### src/rtl/ect_pkg.sv
// Types, constants and helper functions for the cylinder tessellation block.
// No dependencies; the RTL modules refer to it by scoped names.
package ect_pkg;

   localparam int COORD_W     = 32;
   localparam int SUM_W       = 33;
   localparam int DIST_W      = 33;
   localparam int PROD_W      = 66;
   localparam int TRIG_W      = 32;
   localparam int TW_W        = 36;
   localparam int INDEX_W     = 9;
   localparam int AXIS_W      = 2;
   localparam int KSEL_W      = 3;
   localparam int QUOT_W      = 8;
   localparam int REQ_TDATA_W = 208;
   localparam int RSP_TDATA_W = 104;

   localparam int     CORDIC_STEPS = 30;
   localparam longint CORDIC_GAIN  = 64'sd652032874;
   localparam longint ATAN_TURN [CORDIC_STEPS] = '{
      64'sd536870912, 64'sd316933406, 64'sd167458907, 64'sd85004756, 64'sd42667331,
      64'sd21354465, 64'sd10679838, 64'sd5340245, 64'sd2670163, 64'sd1335087,
      64'sd667544, 64'sd333772, 64'sd166886, 64'sd83443, 64'sd41722,
      64'sd20861, 64'sd10430, 64'sd5215, 64'sd2608, 64'sd1304,
      64'sd652, 64'sd326, 64'sd163, 64'sd81, 64'sd41,
      64'sd20, 64'sd10, 64'sd5, 64'sd3, 64'sd1
   };

   // Half an LSB of a Q2.30 product, for round-to-nearest.
   localparam logic signed [PROD_W-1:0] Q30_HALF = PROD_W'(64'sd536870912);

   localparam logic signed [TW_W-1:0] SAT_HI = TW_W'(64'sd2147483647);
   localparam logic signed [TW_W-1:0] SAT_LO = TW_W'(-64'sd2147483648);

   typedef enum logic [AXIS_W-1:0] {
      AXIS_Z = 2'd0,
      AXIS_X = 2'd1,
      AXIS_Y = 2'd2
   } axis_type;

   typedef enum logic [1:0] {
      REGION_TOP    = 2'd0,
      REGION_SIDE   = 2'd1,
      REGION_BOTTOM = 2'd2
   } region_type;

   typedef struct packed {
      logic signed [TRIG_W-1:0] cos_v;
      logic signed [TRIG_W-1:0] sin_v;
   } trig_type;

   // Cross products for the three ratio compares, plus zero-radius flags.
   typedef struct packed {
      logic [PROD_W-1:0] lhs_xy_yz;
      logic [PROD_W-1:0] rhs_xy_yz;
      logic [PROD_W-1:0] lhs_xy_zx;
      logic [PROD_W-1:0] rhs_xy_zx;
      logic [PROD_W-1:0] lhs_yz_zx;
      logic [PROD_W-1:0] rhs_yz_zx;
      logic              zero_xy;
      logic              zero_yz;
      logic              zero_zx;
      logic              near_round;
   } ratio_type;

   // Rotation-mode CORDIC over a 32-bit turn phase; elaboration time only.
   function automatic trig_type cordic_trig(input logic [31:0] phase);
      longint   x;
      longint   y;
      longint   z;
      longint   xs;
      longint   ys;
      trig_type res;
      x = CORDIC_GAIN;
      y = 64'sd0;
      z = longint'(phase[29:0]);
      for (int k = 0; k < CORDIC_STEPS; k++) begin
         xs = x >>> k;
         ys = y >>> k;
         if (z >= 0) begin
            x = x - ys;
            y = y + xs;
            z = z - ATAN_TURN[k];
         end else begin
            x = x + ys;
            y = y - xs;
            z = z + ATAN_TURN[k];
         end
      end
      case (phase[31:30])
         2'd0: begin
            res.cos_v = TRIG_W'(x);
            res.sin_v = TRIG_W'(y);
         end
         2'd1: begin
            res.cos_v = TRIG_W'(-y);
            res.sin_v = TRIG_W'(x);
         end
         2'd2: begin
            res.cos_v = TRIG_W'(-x);
            res.sin_v = TRIG_W'(-y);
         end
         default: begin
            res.cos_v = TRIG_W'(y);
            res.sin_v = TRIG_W'(-x);
         end
      endcase
      return res;
   endfunction

   // Exact floor(v/3) for any 9-bit value, by reciprocal multiply.
   function automatic logic [QUOT_W-1:0] div3(input logic [INDEX_W-1:0] v);
      logic [23:0] p;
      p = 24'(v) * 24'd21846;
      return p[23:16];
   endfunction

   function automatic logic signed [COORD_W-1:0] sat_coord(input logic signed [TW_W-1:0] v);
      logic signed [COORD_W-1:0] res;
      if (v > SAT_HI) begin
         res = COORD_W'(SAT_HI);
      end else if (v < SAT_LO) begin
         res = COORD_W'(SAT_LO);
      end else begin
         res = v[COORD_W-1:0];
      end
      return res;
   endfunction

endpackage

### src/rtl/ect_trig_table.sv
// Cosine/sine table of the ellipse points, built at elaboration by CORDIC.
// Depends on ect_pkg.
module ect_trig_table #(
   parameter int SEGMENTS = 32
) (
   input  logic [$clog2(SEGMENTS)-1:0]          entry,
   output logic signed [ect_pkg::TRIG_W-1:0]    cos_v,
   output logic signed [ect_pkg::TRIG_W-1:0]    sin_v
);

   logic signed [ect_pkg::TRIG_W-1:0] cos_tab [SEGMENTS];
   logic signed [ect_pkg::TRIG_W-1:0] sin_tab [SEGMENTS];

   for (genvar m = 0; m < SEGMENTS; m++) begin : g_entry
      // Phase in units of 2^-32 turn.
      localparam logic [63:0] PHASE = (64'(m) << 32) / 64'(SEGMENTS);
      localparam ect_pkg::trig_type TRIG = ect_pkg::cordic_trig(PHASE[31:0]);
      assign cos_tab[m] = TRIG.cos_v;
      assign sin_tab[m] = TRIG.sin_v;
   end

   assign cos_v = cos_tab[entry];
   assign sin_v = sin_tab[entry];

endmodule

### config.mk
export PLATFORM = sky130hd
export DESIGN_NAME = ect_trig_table
export DESIGN_NICKNAME = d
export VERILOG_FILES = /design/src/rtl/ect_pkg.sv /design/src/rtl/ect_trig_table.sv
export SDC_FILE = /design/constraint.sdc
export NUM_CORES = 1
export LEC_CHECK = 0
export ABC_AREA = 1
export BUFFER_PORTS_ARGS = -buffer_cell sky130_fd_sc_hd__buf_4
export CORE_MARGIN = 2
export CORE_UTILIZATION = 50
export DETAILED_ROUTE_END_ITERATION = 10
export GPL_TIMING_DRIVEN = 0
export PLACE_DENSITY = 0.8
export SLEW_MARGIN = 10
export SYNTH_ARGS = -nofsm -noshare
export SYNTH_HDL_FRONTEND = slang
export SYNTH_SLANG_ARGS = --single-unit
### constraint.sdc
create_clock -name vclk -period 2.5
set_input_delay 0.375 -clock vclk [all_inputs]
set_output_delay 0.375 -clock vclk [all_outputs]
set_load 0.03 [all_outputs]
**Word-level counts from Yosys, hierarchy flattened**

Memory sizes are Yosys's and may differ from the RTL's.
Index checks and enable logic that the tools add are counted.

- Bits in registers: 0
- Latch bits: 0
- Bits in writable memories: 0
- Bits in read-only memories: 2048
- Input bits: 5
- Output and inout bits: 64
- Word-level logic and storage cells: 8
- Memories kept: 2

Memory list:

| name | words | bits a word | read ports | clocked after memory_dff | wr ports | RTL line | text |
|---|---|---|---|---|---|---|---|
| (no name shown) | 32 | 32 | 1 | 0 | 0 | ect_trig_table.sv:23 | `assign sin_v = sin_tab[entry];` |
| (no name shown) | 32 | 32 | 1 | 0 | 0 | ect_trig_table.sv:22 | `assign cos_v = cos_tab[entry];` |

- Add/subtract/negate cells: 0
- Multipliers: 0
- Div/mod/pow operators: 0
- $lt $le $gt $ge: 1
- Equality and inequality tests: 0
- Shifts and indexed selects: 0
- Multiplexer cells: 4
- Bitwise operators: 1
- Reduce and logical (&&, ||, !) cells: 0

Operator list:

| kind | count |
|---|---|
| $mux W32 | 4 |
| $ge A6 B6 Y1 const B | 1 |
| $not A5 Y6 | 1 |

**Logic depth before layout (Yosys ltp)**

- Depth in word-level cells: 4
- Depth in mapped cells: 9

**Worst setup path after synthesis**

No wires, ideal clock.

- Kind: input to output
- From: in entry[1]
- To: out sin_v[26] in the netlist's numbering
- Arrival time: 1958 ps
- Required time: 2125 ps
- Setup slack: 167 ps
- Cell stages on the path: 8
- Buffers on the path: 2
- Cell sequence: inv_1 -> ha_1 -> nand2_1 -> buf_2 -> nand3_1 -> nand2_1 -> nand4_1 -> buf_4

- Longest elaborated chain between the ends: 4

RTL lines:

| item | RTL line | text |
|---|---|---|
| start: declaration | ect_trig_table.sv:6 | `input logic [$clog2(SEGMENTS)-1:0] entry,` |
| $not A5 Y6 (not written as such) | ect_trig_table.sv:23 |  |
| $mem_v2 Z32 W32 | n/a |  |
| $mux W32 (not written as such) (2 in series) | ect_trig_table.sv:23 |  |
| end: declaration | ect_trig_table.sv:8 | `output logic signed [ect_pkg::TRIG_W-1:0] sin_v` |

Every way passes these cells. The select of a mux whose other input is x is not followed.

**Worst setup path in the final report**

- From: in entry[0]
- To: out sin_v[26] in the netlist's numbering

The elaborated chain is that of the path after synthesis.

==> impl_results.md <==
* Netlist cell types at 21
* Initial Utilization at 51.26%
* Crit-path cells: buf_4, clkinvlp_4, buf_4, ha_1, nand2_1, nand3_1, nand2_1, nand4_1, buf_4, buf_4
* Die ar. at 4598 µm²
* Critical-path maximum fanout at 9
* # clk buffers at 0
* Reg area at 0 µm²
* WS Path Type: in -> out
* HP Start: entry[4]
* Total vias in the final route at 3458
* Number of global-route vias before repair at 2871
* Slew Limit Fails at 0
* Global route overflow at 0
* WL per Instance at 16.83 µm
* Diodes inserted at 0
* Final Power at 0.9203 mW
* CP max stage delay at 0.28 ns
* Sequential share of the synthesized area at 0%
* Antenna Nets Post-Route at 0
* Num sequential at 0
* IO Port Bufs at 68
* Final worst-path cycle share at 100.4%
* Standard-cell rows at 23
* Critical Path Start: entry[0]
* Syn nets at 464
* First DRT Iteration DRCs at 553
* Slowest cell on crit path: nand2_1
* Worst EP required at 2.12 ns
* Hold Path Class: in -> out
* Syn_area_per_cell at 4.575 µm²
* Top cells by area, synth: nand2_1 (46%), nand3_1 (11%), ha_1 (8.6%)
* Worst Setup Start Kind: primary input
* Multi-input logic area at 1821 µm²
* Die Y at 67.81 µm
* Cells after Synth at 445
* Largest net degree at the start of global routing at 13
* Fin Hold WS at 0.9684 ns
* Peak supply drop at 0.1919 mV
* Core footprint at 3971 µm²
* Drt drc at 0
* Final setup fails at 1
* Worst rel slew slack at 59.76%
* RSZ-0062 raised after global routing: yes
* Post-route minimum period at 2.511 ns
* Synth warn at 0
* Worst Tran Pin Value at 0.6036 ns
* Fin. Hold Viols at 0
* MaxCap Viol Count at 0
* Leak at 1.579 nW
* First-pass GRT wire length at 14.15 mm
* Pwr/cell area at 345.5 nW/µm²
* Gpl congestion at 0.9962
* Total track usage at 40.63%
* Outcome: finished with violations
* Post-synth top area share at 45.73%
* Crit. End Element: primary output
* Top cell by count, worst path: buf_4
* Layout area overhead at 30.85%
* Synth Cell Area at 2036 µm²
* Worst Slack Setup Final at -0.01085 ns
* Fillers at 419
* Wirelength, routed at 9.526 mm
* Vias per cell at 6.110
* CP arrival at 2.14 ns
* Cts hold-fix bufs at 0
* Die extent in x at 67.81 µm
* Final HPWL DP at 6.825 mm
* TritonRoute pass-1 iters at 7
* Largest area contributor in the netlist: nand2_1
* Net count reported at finish at 537
* Initial antenna violation count at 0
* I/O pins at 69
* Violations in the final reports: negative setup slack
* Max Fclk at 398.3 MHz
* Layout cells sized above 1 at 21.51%
## power breakdown
part           leakage, nW  switching [mW]  internal [mW]
Sequential               0               0              0
Combinational         1.58           0.626          0.294
Clock                    0               0              0
Total                 1.58           0.626          0.294
## layout make-up
type,count,share of cell area [%]
multi-input combinational,395,68.34
timing repair buffer,71,20.01
buffer,29,6.059
inverter,21,3.241
tap,50,2.349
## worst paths after layout
| path | end | cells past startpoint |
|---|---|---|
| setup / recovery | sin_v[26] | 10 |
| hold / removal | sin_v[31] | 2 |
## cells in the final DEF (no fill, tap or decap), drive strengths merged
| cell type | n |
|---|---|
| a22oi | 4 |
| nand2 | 252 |
| o22ai | 1 |
| clkbuf | 5 |
| o211ai | 3 |
| nand4 | 20 |
| a21oi | 13 |
| ha | 14 |
| o21ai | 22 |
| clkinvlp | 2 |
| nor2 | 21 |
| nand3 | 44 |
| inv | 19 |
| buf | 95 |
| and2 | 1 |
## worst max-delay path, delay by kind of cell
kind	cells	cell delay (ns)
fa+ha+maj	1	0.25
simple gates	4	0.66
buf+inv	5	0.83
## synthesized netlist by cell type
| library cell | number |
|---|---|
| nor2_1 | 20 |
| a22oi_1 | 4 |
| clkbuf_1 | 5 |
| nand2_1 | 248 |
| nand2_2 | 4 |
| inv_2 | 4 |
| nand4_1 | 20 |
| o21ai_0 | 19 |
| buf_6 | 1 |
| buf_2 | 16 |
| inv_1 | 17 |
| a21oi_1 | 13 |
| buf_4 | 6 |
| and2_1 | 1 |
| nand3_1 | 44 |
| o211ai_1 | 3 |
| buf_1 | 1 |
| o21ai_1 | 3 |
| ha_1 | 14 |
| o22ai_1 | 1 |
| nor2_2 | 1 |
## per-layer routing
metal	vias to the layer above	share of wire, %	track usage, %	wire length (µm)
met5	-	0	0	0
met3	64	15	4.833	1396
met1	1489	37	54.33	3565
met2	322	42	64.58	4019
li1	1583	-	-	-
met4	0	5.7	18.75	544
## metrics by stage
stage / util [%] / cell area, µm² / std cells / setup WS (ns) / TNS [ns]
finish: 67.08 / 2664 / 566 / -0.01085 / -0.01085
global placement: 65.69 / 2609 / 563 / -0.09219 / -0.2254
detailed placement: 65.69 / 2609 / 563 / -0.1216 / -0.2844
floorplan: - / 2036 / 445 / 0.1669 / 0
CTS: 66.51 / 2641 / 566 / 0.03043 / 0
global route: 67.08 / 2664 / 566 / -0.01855 / -0.02851
## repair_timing
action	in CTS	in global routing
setup buffers	3	0
setup endpoints to repair	10	13
cloned	0	0
resized for setup	3	10
## cell families (layout without fill, tap and decap cells)
family	count (synthesis)	in the layout	share of synthesized area, %
simple gates	338	338	68.22
buf+inv	50	121	11.68
compound gates	43	43	11.49
fa+ha+maj	14	14	8.605
Power figures use the tool's default switching activity.
