`config.mk`:
```
export PLATFORM = sky130hd
export DESIGN_NAME = ect_axis_pick
export DESIGN_NICKNAME = d
export VERILOG_FILES = /design/src/rtl/ect_pkg.sv /design/src/rtl/ect_axis_pick.sv
export SDC_FILE = /design/constraint.sdc
export NUM_CORES = 1
export LEC_CHECK = 0
export CELL_PAD_IN_SITES_DETAIL_PLACEMENT = 2
export CELL_PAD_IN_SITES_GLOBAL_PLACEMENT = 2
export CORE_AREA = 2 2 156 158
export DETAILED_ROUTE_END_ITERATION = 10
export DIE_AREA = 0 0 158 160
export DONT_BUFFER_PORTS = 1
export PLACE_DENSITY = 0.58
export SYNTH_ARGS = -nofsm -noshare
export SYNTH_HDL_FRONTEND = slang
export SYNTH_SLANG_ARGS = --single-unit
```
`constraint.sdc`:
```
create_clock -name vclk -period 3.3
set_input_delay 0.495 -clock vclk [all_inputs]
set_output_delay 0.495 -clock vclk [all_outputs]
set_load 0.02 [all_outputs]
```
`src/rtl/ect_pkg.sv`:
```
// Types, constants and helper functions for the cylinder tessellation block.
// No dependencies; the RTL modules refer to it by scoped names.
package ect_pkg;

   localparam int COORD_W     = 32;
   localparam int SUM_W       = 33;
   localparam int DIST_W      = 33;
   localparam int PROD_W      = 66;
   localparam int TRIG_W      = 32;
   localparam int TW_W        = 36;
   localparam int INDEX_W     = 9;
   localparam int AXIS_W      = 2;
   localparam int KSEL_W      = 3;
   localparam int QUOT_W      = 8;
   localparam int REQ_TDATA_W = 208;
   localparam int RSP_TDATA_W = 104;

   localparam int     CORDIC_STEPS = 30;
   localparam longint CORDIC_GAIN  = 64'sd652032874;
   localparam longint ATAN_TURN [CORDIC_STEPS] = '{
      64'sd536870912, 64'sd316933406, 64'sd167458907, 64'sd85004756, 64'sd42667331,
      64'sd21354465, 64'sd10679838, 64'sd5340245, 64'sd2670163, 64'sd1335087,
      64'sd667544, 64'sd333772, 64'sd166886, 64'sd83443, 64'sd41722,
      64'sd20861, 64'sd10430, 64'sd5215, 64'sd2608, 64'sd1304,
      64'sd652, 64'sd326, 64'sd163, 64'sd81, 64'sd41,
      64'sd20, 64'sd10, 64'sd5, 64'sd3, 64'sd1
   };

   // Half an LSB of a Q2.30 product, for round-to-nearest.
   localparam logic signed [PROD_W-1:0] Q30_HALF = PROD_W'(64'sd536870912);

   localparam logic signed [TW_W-1:0] SAT_HI = TW_W'(64'sd2147483647);
   localparam logic signed [TW_W-1:0] SAT_LO = TW_W'(-64'sd2147483648);

   typedef enum logic [AXIS_W-1:0] {
      AXIS_Z = 2'd0,
      AXIS_X = 2'd1,
      AXIS_Y = 2'd2
   } axis_type;

   typedef enum logic [1:0] {
      REGION_TOP    = 2'd0,
      REGION_SIDE   = 2'd1,
      REGION_BOTTOM = 2'd2
   } region_type;

   typedef struct packed {
      logic signed [TRIG_W-1:0] cos_v;
      logic signed [TRIG_W-1:0] sin_v;
   } trig_type;

   // Cross products for the three ratio compares, plus zero-radius flags.
   typedef struct packed {
      logic [PROD_W-1:0] lhs_xy_yz;
      logic [PROD_W-1:0] rhs_xy_yz;
      logic [PROD_W-1:0] lhs_xy_zx;
      logic [PROD_W-1:0] rhs_xy_zx;
      logic [PROD_W-1:0] lhs_yz_zx;
      logic [PROD_W-1:0] rhs_yz_zx;
      logic              zero_xy;
      logic              zero_yz;
      logic              zero_zx;
      logic              near_round;
   } ratio_type;

   // Rotation-mode CORDIC over a 32-bit turn phase; elaboration time only.
   function automatic trig_type cordic_trig(input logic [31:0] phase);
      longint   x;
      longint   y;
      longint   z;
      longint   xs;
      longint   ys;
      trig_type res;
      x = CORDIC_GAIN;
      y = 64'sd0;
      z = longint'(phase[29:0]);
      for (int k = 0; k < CORDIC_STEPS; k++) begin
         xs = x >>> k;
         ys = y >>> k;
         if (z >= 0) begin
            x = x - ys;
            y = y + xs;
            z = z - ATAN_TURN[k];
         end else begin
            x = x + ys;
            y = y - xs;
            z = z + ATAN_TURN[k];
         end
      end
      case (phase[31:30])
         2'd0: begin
            res.cos_v = TRIG_W'(x);
            res.sin_v = TRIG_W'(y);
         end
         2'd1: begin
            res.cos_v = TRIG_W'(-y);
            res.sin_v = TRIG_W'(x);
         end
         2'd2: begin
            res.cos_v = TRIG_W'(-x);
            res.sin_v = TRIG_W'(-y);
         end
         default: begin
            res.cos_v = TRIG_W'(y);
            res.sin_v = TRIG_W'(-x);
         end
      endcase
      return res;
   endfunction

   // Exact floor(v/3) for any 9-bit value, by reciprocal multiply.
   function automatic logic [QUOT_W-1:0] div3(input logic [INDEX_W-1:0] v);
      logic [23:0] p;
      p = 24'(v) * 24'd21846;
      return p[23:16];
   endfunction

   function automatic logic signed [COORD_W-1:0] sat_coord(input logic signed [TW_W-1:0] v);
      logic signed [COORD_W-1:0] res;
      if (v > SAT_HI) begin
         res = COORD_W'(SAT_HI);
      end else if (v < SAT_LO) begin
         res = COORD_W'(SAT_LO);
      end else begin
         res = v[COORD_W-1:0];
      end
      return res;
   endfunction

endpackage

```
`src/rtl/ect_axis_pick.sv`:
```
// Cylinder axis choice from the registered ratio cross products.
// Depends on ect_pkg.
module ect_axis_pick (
   input  ect_pkg::ratio_type ratio,
   output ect_pkg::axis_type  axis
);

   logic le_xy_yz;
   logic le_xy_zx;
   logic le_yz_zx;

   // A zero denominator is an infinite ratio; infinite <= infinite.
   always_comb begin
      if (ratio.zero_xy) begin
         le_xy_yz = ratio.zero_yz;
         le_xy_zx = ratio.zero_zx;
      end else begin
         le_xy_yz = ratio.zero_yz || (ratio.lhs_xy_yz <= ratio.rhs_xy_yz);
         le_xy_zx = ratio.zero_zx || (ratio.lhs_xy_zx <= ratio.rhs_xy_zx);
      end
      if (ratio.zero_yz) begin
         le_yz_zx = ratio.zero_zx;
      end else begin
         le_yz_zx = ratio.zero_zx || (ratio.lhs_yz_zx <= ratio.rhs_yz_zx);
      end

      if ((le_xy_yz && le_xy_zx) || ratio.near_round) begin
         axis = ect_pkg::AXIS_Z;
      end else if (le_yz_zx) begin
         axis = ect_pkg::AXIS_X;
      end else begin
         axis = ect_pkg::AXIS_Y;
      end
   end

endmodule

```
Word-level counts from Yosys, hierarchy flattened. Cells that the tools add are included.

Register bits after elaboration: 0.

Order comparisons: 3. Mux-type cells: 5. Reductions and logical operators: 5.

Operator list (count): 66-bit less-or-equal comparator (3); 1-bit logical OR (4); 2-bit two-way mux (2); 1-bit two-way mux (3); 1-bit logical AND (1).

Depth between registers and ports, before layout. Gate-level depths: netlist (run 1).

Word-level depth: 6. Gate-level depth with buffers: 9. Gate-level depth less buffers: 9.

Least setup slack after synthesis (run 1). No wires, ideal clock.

Path type: input port to output port. From: input ratio[31] (netlist bit). To: output axis[0]. Path buffers: 0. Path slack: 0.381 ns. Arrival: 2.424 ns. Cell stages on the path: 9. Data required time: 2.805 ns. Path through: inv_1 -> ha_1 -> a21o_1 -> a21o_1 -> a21oi_2 -> o21ai_1 -> or4_4 -> a221oi_2 -> a2bb2oi_2.

Longest elaborated chain between the ends: 5.

RTL lines: from (decl) (line ect_axis_pick.sv:4) `input ect_pkg::ratio_type ratio,`; 66-bit less-or-equal comparator (line ect_axis_pick.sv:24) `le_yz_zx = ratio.zero_zx || (ratio.lhs_yz_zx <= ratio.rhs_yz_zx);`; 1-bit logical OR (line ect_axis_pick.sv:24); 1-bit two-way mux (line ect_axis_pick.sv:21) `if (ratio.zero_yz) begin`; 2-bit two-way mux (line ect_axis_pick.sv:29) `end else if (le_yz_zx) begin`; 2-bit two-way mux (line ect_axis_pick.sv:27) `if ((le_xy_yz && le_xy_zx) || ratio.near_round) begin`; to (decl) (line ect_axis_pick.sv:5) `output ect_pkg::axis_type axis`.

Every way passes these cells.

Final worst setup path (run 1).
From: input ratio[31] (netlist bit). To: output axis[1].

Same word-level chain as after synthesis.

==> results.md, run 1 <==
* CP endpoint kind: output port
* Share of layout cells above drive strength 1 at 3.63%
* N_diodes at 0
* Rel. slew slack at 65.5%
* Overall Power at 0.579 mW
* # setup viols final at 0
* Ports at 402
* GRT Resource Usage Total at 14.7%
* Worst path arrival time at 2610 ps
* Crit Path Class: primary input to output port
* Clock power frac at 0%
* Routed Antenna Nets at 0
* Register cell area after layout at 0 sq um
* Min-delay worst type: primary input to output port
* Area occupied by multi-input gates at 4330 sq um
* Fin crit share at 94.1%
* Pwr Density at 104 nW/um^2
* First-iteration detailed-routing DRC count at 67
* WL/cell at 19.3 microns
* Largest net degree at the start of global routing at 5
* First-pass GRT wire length at 29100 microns
* Syn Area/Cell at 7.13 sq um
* Vias per inst at 4.75
* CP max-delay cell: or4_4
* Critical path cell sequence: inv_1, ha_1, a21o_1, a21o_1, a21oi_2, o21ai_1, or4_4, a221oi_2, buf_4, a211oi_2, buf_4
* Std cell rows at 57
* Max Cap Viol at 0
* Overflow after GRT at 0
* Fin. Hold Viols at 0
* Synthesis-to-finish area growth at 10.0%
* Total internal power at 0.265 mW
* Initial DRT Pass Iterations at 4
* Hold Slack at 1310 ps
* Post-synth cell types at 41
* Crit path capture: axis[1]
* Setup crit start: ratio[31]
* Worst EP required at 2800 ps
* Worst path max stage delay at 540 ps
* Chip height at 160 microns
* Placed wire-length estimate at 19800 microns
* Synth warnings at 0
* Total negative slack at 0 ps
* Sequential power share at 0%
* Worst IR Drop VDD at 0.0267 mV
* Switching share of power at 54.2%
* Worst Path Max Fanout at 2
* Antenna violations before repair at 1
* Top delay family on crit path: compound AO/OA/AOI/OAI gates
* Num sequential at 0
* Synth Cell Area at 5060 sq um
* Util after Layout at 23.3%
* Outcome: completed
* Combinational fraction of design power at 100.0%
* Number of remaining DRC errors at 0
* Final GP Congestion at 0.783
* CP Depth at 11
* CP Launch Type: primary input
* Peak Freq at 0.322 GHz
* Worst Tran Pin Value at 512 ps
* Die Wd at 158 microns
* Seq/Total Area, Yosys at 0%
* Net switching power at 0.314 mW
* Tmin final at 3100 ps
* Fillcell total at 2931
* Core ar. at 23800 sq um
* Max Slew Vio Count at 0
* Drt total wl at 20100 microns
* RSZ-0062 raised after global routing: no
* Post-cts gate resize count at 0
* Hold-fix buffers, CTS at 0
* Vias in the first global route at 5512
* Die footprint at 25300 sq um
* Final #Nets at 1317
* Setup repair bufs after CTS at 0
* Vias at 4942
* I/O Buffers at 0
* Worst path bufs/invs at 3
* Mapped Nets at 1307
* Leakage at 3.33 nW
* Initial core utilization at 21.2%
* Mapped Cells at 709
* CLK BUF at 0
[kinds of logic after synthesis]
logic type | Yosys count | share of synthesized area, %
buf+inv | 205 | 15.2
fa+ha+maj | 198 | 49.0
compound gates | 166 | 20.8
simple gates | 140 | 14.9
[synth_stat cells (all sizes together) (6+ instances only)]
| library cell | instances | area, sq um |
|---|---|---|
| inv | 205 | 769 |
| ha | 198 | 2480 |
| a21oi | 75 | 383 |
| nand2 | 40 | 150 |
| nand4 | 38 | 244 |
| a21o | 25 | 188 |
| o21ai | 24 | 120 |
| nor2 | 17 | 63.8 |
| nand3 | 13 | 70.1 |
| a211oi | 8 | 65.1 |
| nor4 | 8 | 62.6 |
| a221oi | 7 | 67.6 |
| nor3 | 6 | 30.0 |
[power groups by stage]
stage               clock (mW)  sequential, mW  combinational [mW]
floorplan                    0               0               0.429
global placement             0               0               0.577
detailed placement           0               0               0.589
CTS                          0               0               0.594
global route                 0               0               0.686
finish                       0               0               0.579
[cell type report]
cell class	instances	share of cell area [%]
Inverter	205	13.8
Multi-Input combinational cell	504	77.8
Tap cell	324	7.29
Timing Repair Buffer	8	1.08
[layer usage]
layer  vias to the layer above  track usage, %  wire, microns
met4                         2            1.11            187
met5                         -               0             13
met1                      2232            14.7           7230
met2                       215            30.2          10800
met3                         9            4.53           1920
li1                       2484               -              -
[metrics by stage]
stage,setup WS (ps),cell area (sq um),instances
finish,196,5560,1041
global route,21.1,5560,1041
CTS,32.3,5520,1041
detailed placement,40.5,5520,1041
global placement,52.7,5520,1041
floorplan,381,5060,709
[layout by cell type, fill, tap and decap left out, types with 5 or more instances in the layout]
cell and count:
inv_1 205, ha_1 198, a21oi_1 73, nand2_1 40, nand4_1 37, a21o_1 25
o21ai_0 22, nor2_1 17, nand3_1 12, buf_4 8, a211oi_1 7, a221oi_1 6
nor4_1 5, nor3_1 5, nand2b_1 5, o211ai_1 5, o21a_1 5
[worst min path at each step]
stage                        start  endpoint  slack, ps  cells past startpoint
after floorplan           ratio[1]   axis[1]       1170                      2
after global placement    ratio[1]   axis[1]       1310                      3
after detailed placement  ratio[1]   axis[1]       1310                      3
after CTS                 ratio[1]   axis[1]       1310                      3
after global routing      ratio[1]   axis[1]       1310                      3
final                     ratio[1]   axis[1]       1310                      3
No activity file was read; power rests on OpenSTA's default activity.
==> run 2: changes to the inputs <==
- CAP_MARGIN: unset -> 25
- SETUP_SLACK_MARGIN: unset -> 0.5
==> run 2 against run 1 <==
Effect of this change:
- clock-buffer cell count is the same
- final area grew 11%
- core utilization grew 2.6 points
- critical path type unchanged
- critical endpoint unchanged
==> results.md, run 2 (synthesized netlist as in run 1, its figures left out) <==
* Peak Freq at 0.319 GHz
* WL/cell at 18.8 microns
* Met2 usage at 28.8%
* Share of layout cells above drive strength 1 at 13.5%
* Worst path arrival time at 2640 ps
* Leakage at 3.39 nW
* CLK BUF at 0
* I/O Buffers at 0
* Fin crit share at 95.1%
* Worst path bufs/invs at 3
* Chip height at 160 microns
* Top delay family on crit path: simple AND/OR/NAND/NOR gates
* Tmin final at 3140 ps
* Commonest cells after routing, fill and taps aside: inv_1 (189), ha_1 (171), a21oi_1 (68), nand2_1 (39), nand4_1 (37)
* Outcome: completed
* Max Cap Viol at 0
* Hold-fix buffers, CTS at 0
* Die footprint at 25300 sq um
* Vias in the first global route at 5672
* Worst IR Drop VDD at 0.0374 mV
* Top Usage Layer GRT: met2
* GRT Resource Usage Total at 14.7%
* Std cell rows at 57
* CP max-delay cell: nor4_4
* Final #Nets at 1331
* CP Launch Type: primary input
* Vias at 5010
* Synthesis-to-finish area growth at 22.3%
* Pwr Density at 106 nW/um^2
* First-pass GRT wire length at 29500 microns
* Vias per inst at 4.75
* Placed Area at 5680 sq um
* Fin. Hold Viols at 0
* Overflow after GRT at 0
* Core ar. at 23800 sq um
* N_diodes at 0
* Max Slew Vio Count at 0
* # setup viols final at 0
* Critical path cell sequence: inv_2, ha_4, nand4_1, nor4_4, nand4bb_1, buf_4, nor4_4, a21oi_2, a31o_4, a211oi_4, buf_12
* Worst Tran Pin Value at 597 ps
* Number of remaining DRC errors at 0
* Largest net degree at the start of global routing at 5
* First-iteration detailed-routing DRC count at 64
* Fillcell total at 2884
* Met1 usage at 15.9%
* Hold Slack at 1380 ps
* M3 GR Usage at 4.23%
* Num sequential at 0
* Ports at 402
* Routed Antenna Nets at 0
* Register cell area after layout at 0 sq um
* Placed wire-length estimate at 19000 microns
* Die Wd at 158 microns
* Initial DRT Pass Iterations at 4
* Worst EP required at 2800 ps
* Drt total wl at 19800 microns
* Initial core utilization at 21.2%
* Rel. slew slack at 59.7%
* Finished Cell Area at 6180 sq um
* Worst Path Max Fanout at 3
* CP dominant cell by count: nor4_4
* Crit Path Class: primary input to output port
* RSZ-0062 raised after global routing: yes
* Min-delay worst type: primary input to output port
* CP endpoint kind: output port
* Commonest non-fill, non-tap cell in the layout: inv_1
* Final GP Congestion at 0.795
* Worst path max stage delay at 350 ps
* Antenna violations before repair at 1
## run 2: routing by layer
layer / share of wire [%] / up-vias
met2: 52 / 217
li1: - / 2506
met4: 1.5 / 2
met5: 0.056 / -
met1: 37 / 2265
met3: 9.2 / 20
## run 2: worst paths after layout
kind,depth (start not counted),slack [ps],from,end
worst max-delay path,11,160,ratio[197],axis[1]
worst min-delay path,2,1380,ratio[1],axis[0]
## run 2: through the flow
| step | utilization (%) | instances | power [mW] | setup slack, ps | TNS, ps |
|---|---|---|---|---|---|
| CTS | 25.9 | 1054 | 0.664 | 55.1 | 0 |
| detailed placement | 23.8 | 1045 | 0.602 | -241 | -241 |
| global placement | 23.8 | 1045 | 0.591 | -154 | -154 |
| floorplan | - | 709 | 0.442 | 404 | 0 |
| global route | 26.0 | 1055 | 0.770 | -5.92 | -5.92 |
| finish | 26.0 | 1055 | 0.653 | 163 | 0 |
## run 2: report_power, final
group / total [mW] / internal, mW / switching (mW) / leakage [nW]
Sequential: 0 / 0 / 0 / 0
Clock: 0 / 0 / 0 / 0
Combinational: 0.653 / 0.314 / 0.339 / 3.39
Total: 0.653 / 0.314 / 0.339 / 3.39
## run 2: area by class of cell
class,instances,area (sq um),share of cell area (%)
Multi-Input combinational cell,504,4790,77.6
Inverter,205,805,13.0
Tap cell,324,405,6.56
Timing Repair Buffer,22,178,2.87
## run 2: timing repair
item	CTS	global route
resized for setup	62	2
pin swaps	41	1
endpoints found under the setup margin	2	2
buffers inserted	9	1
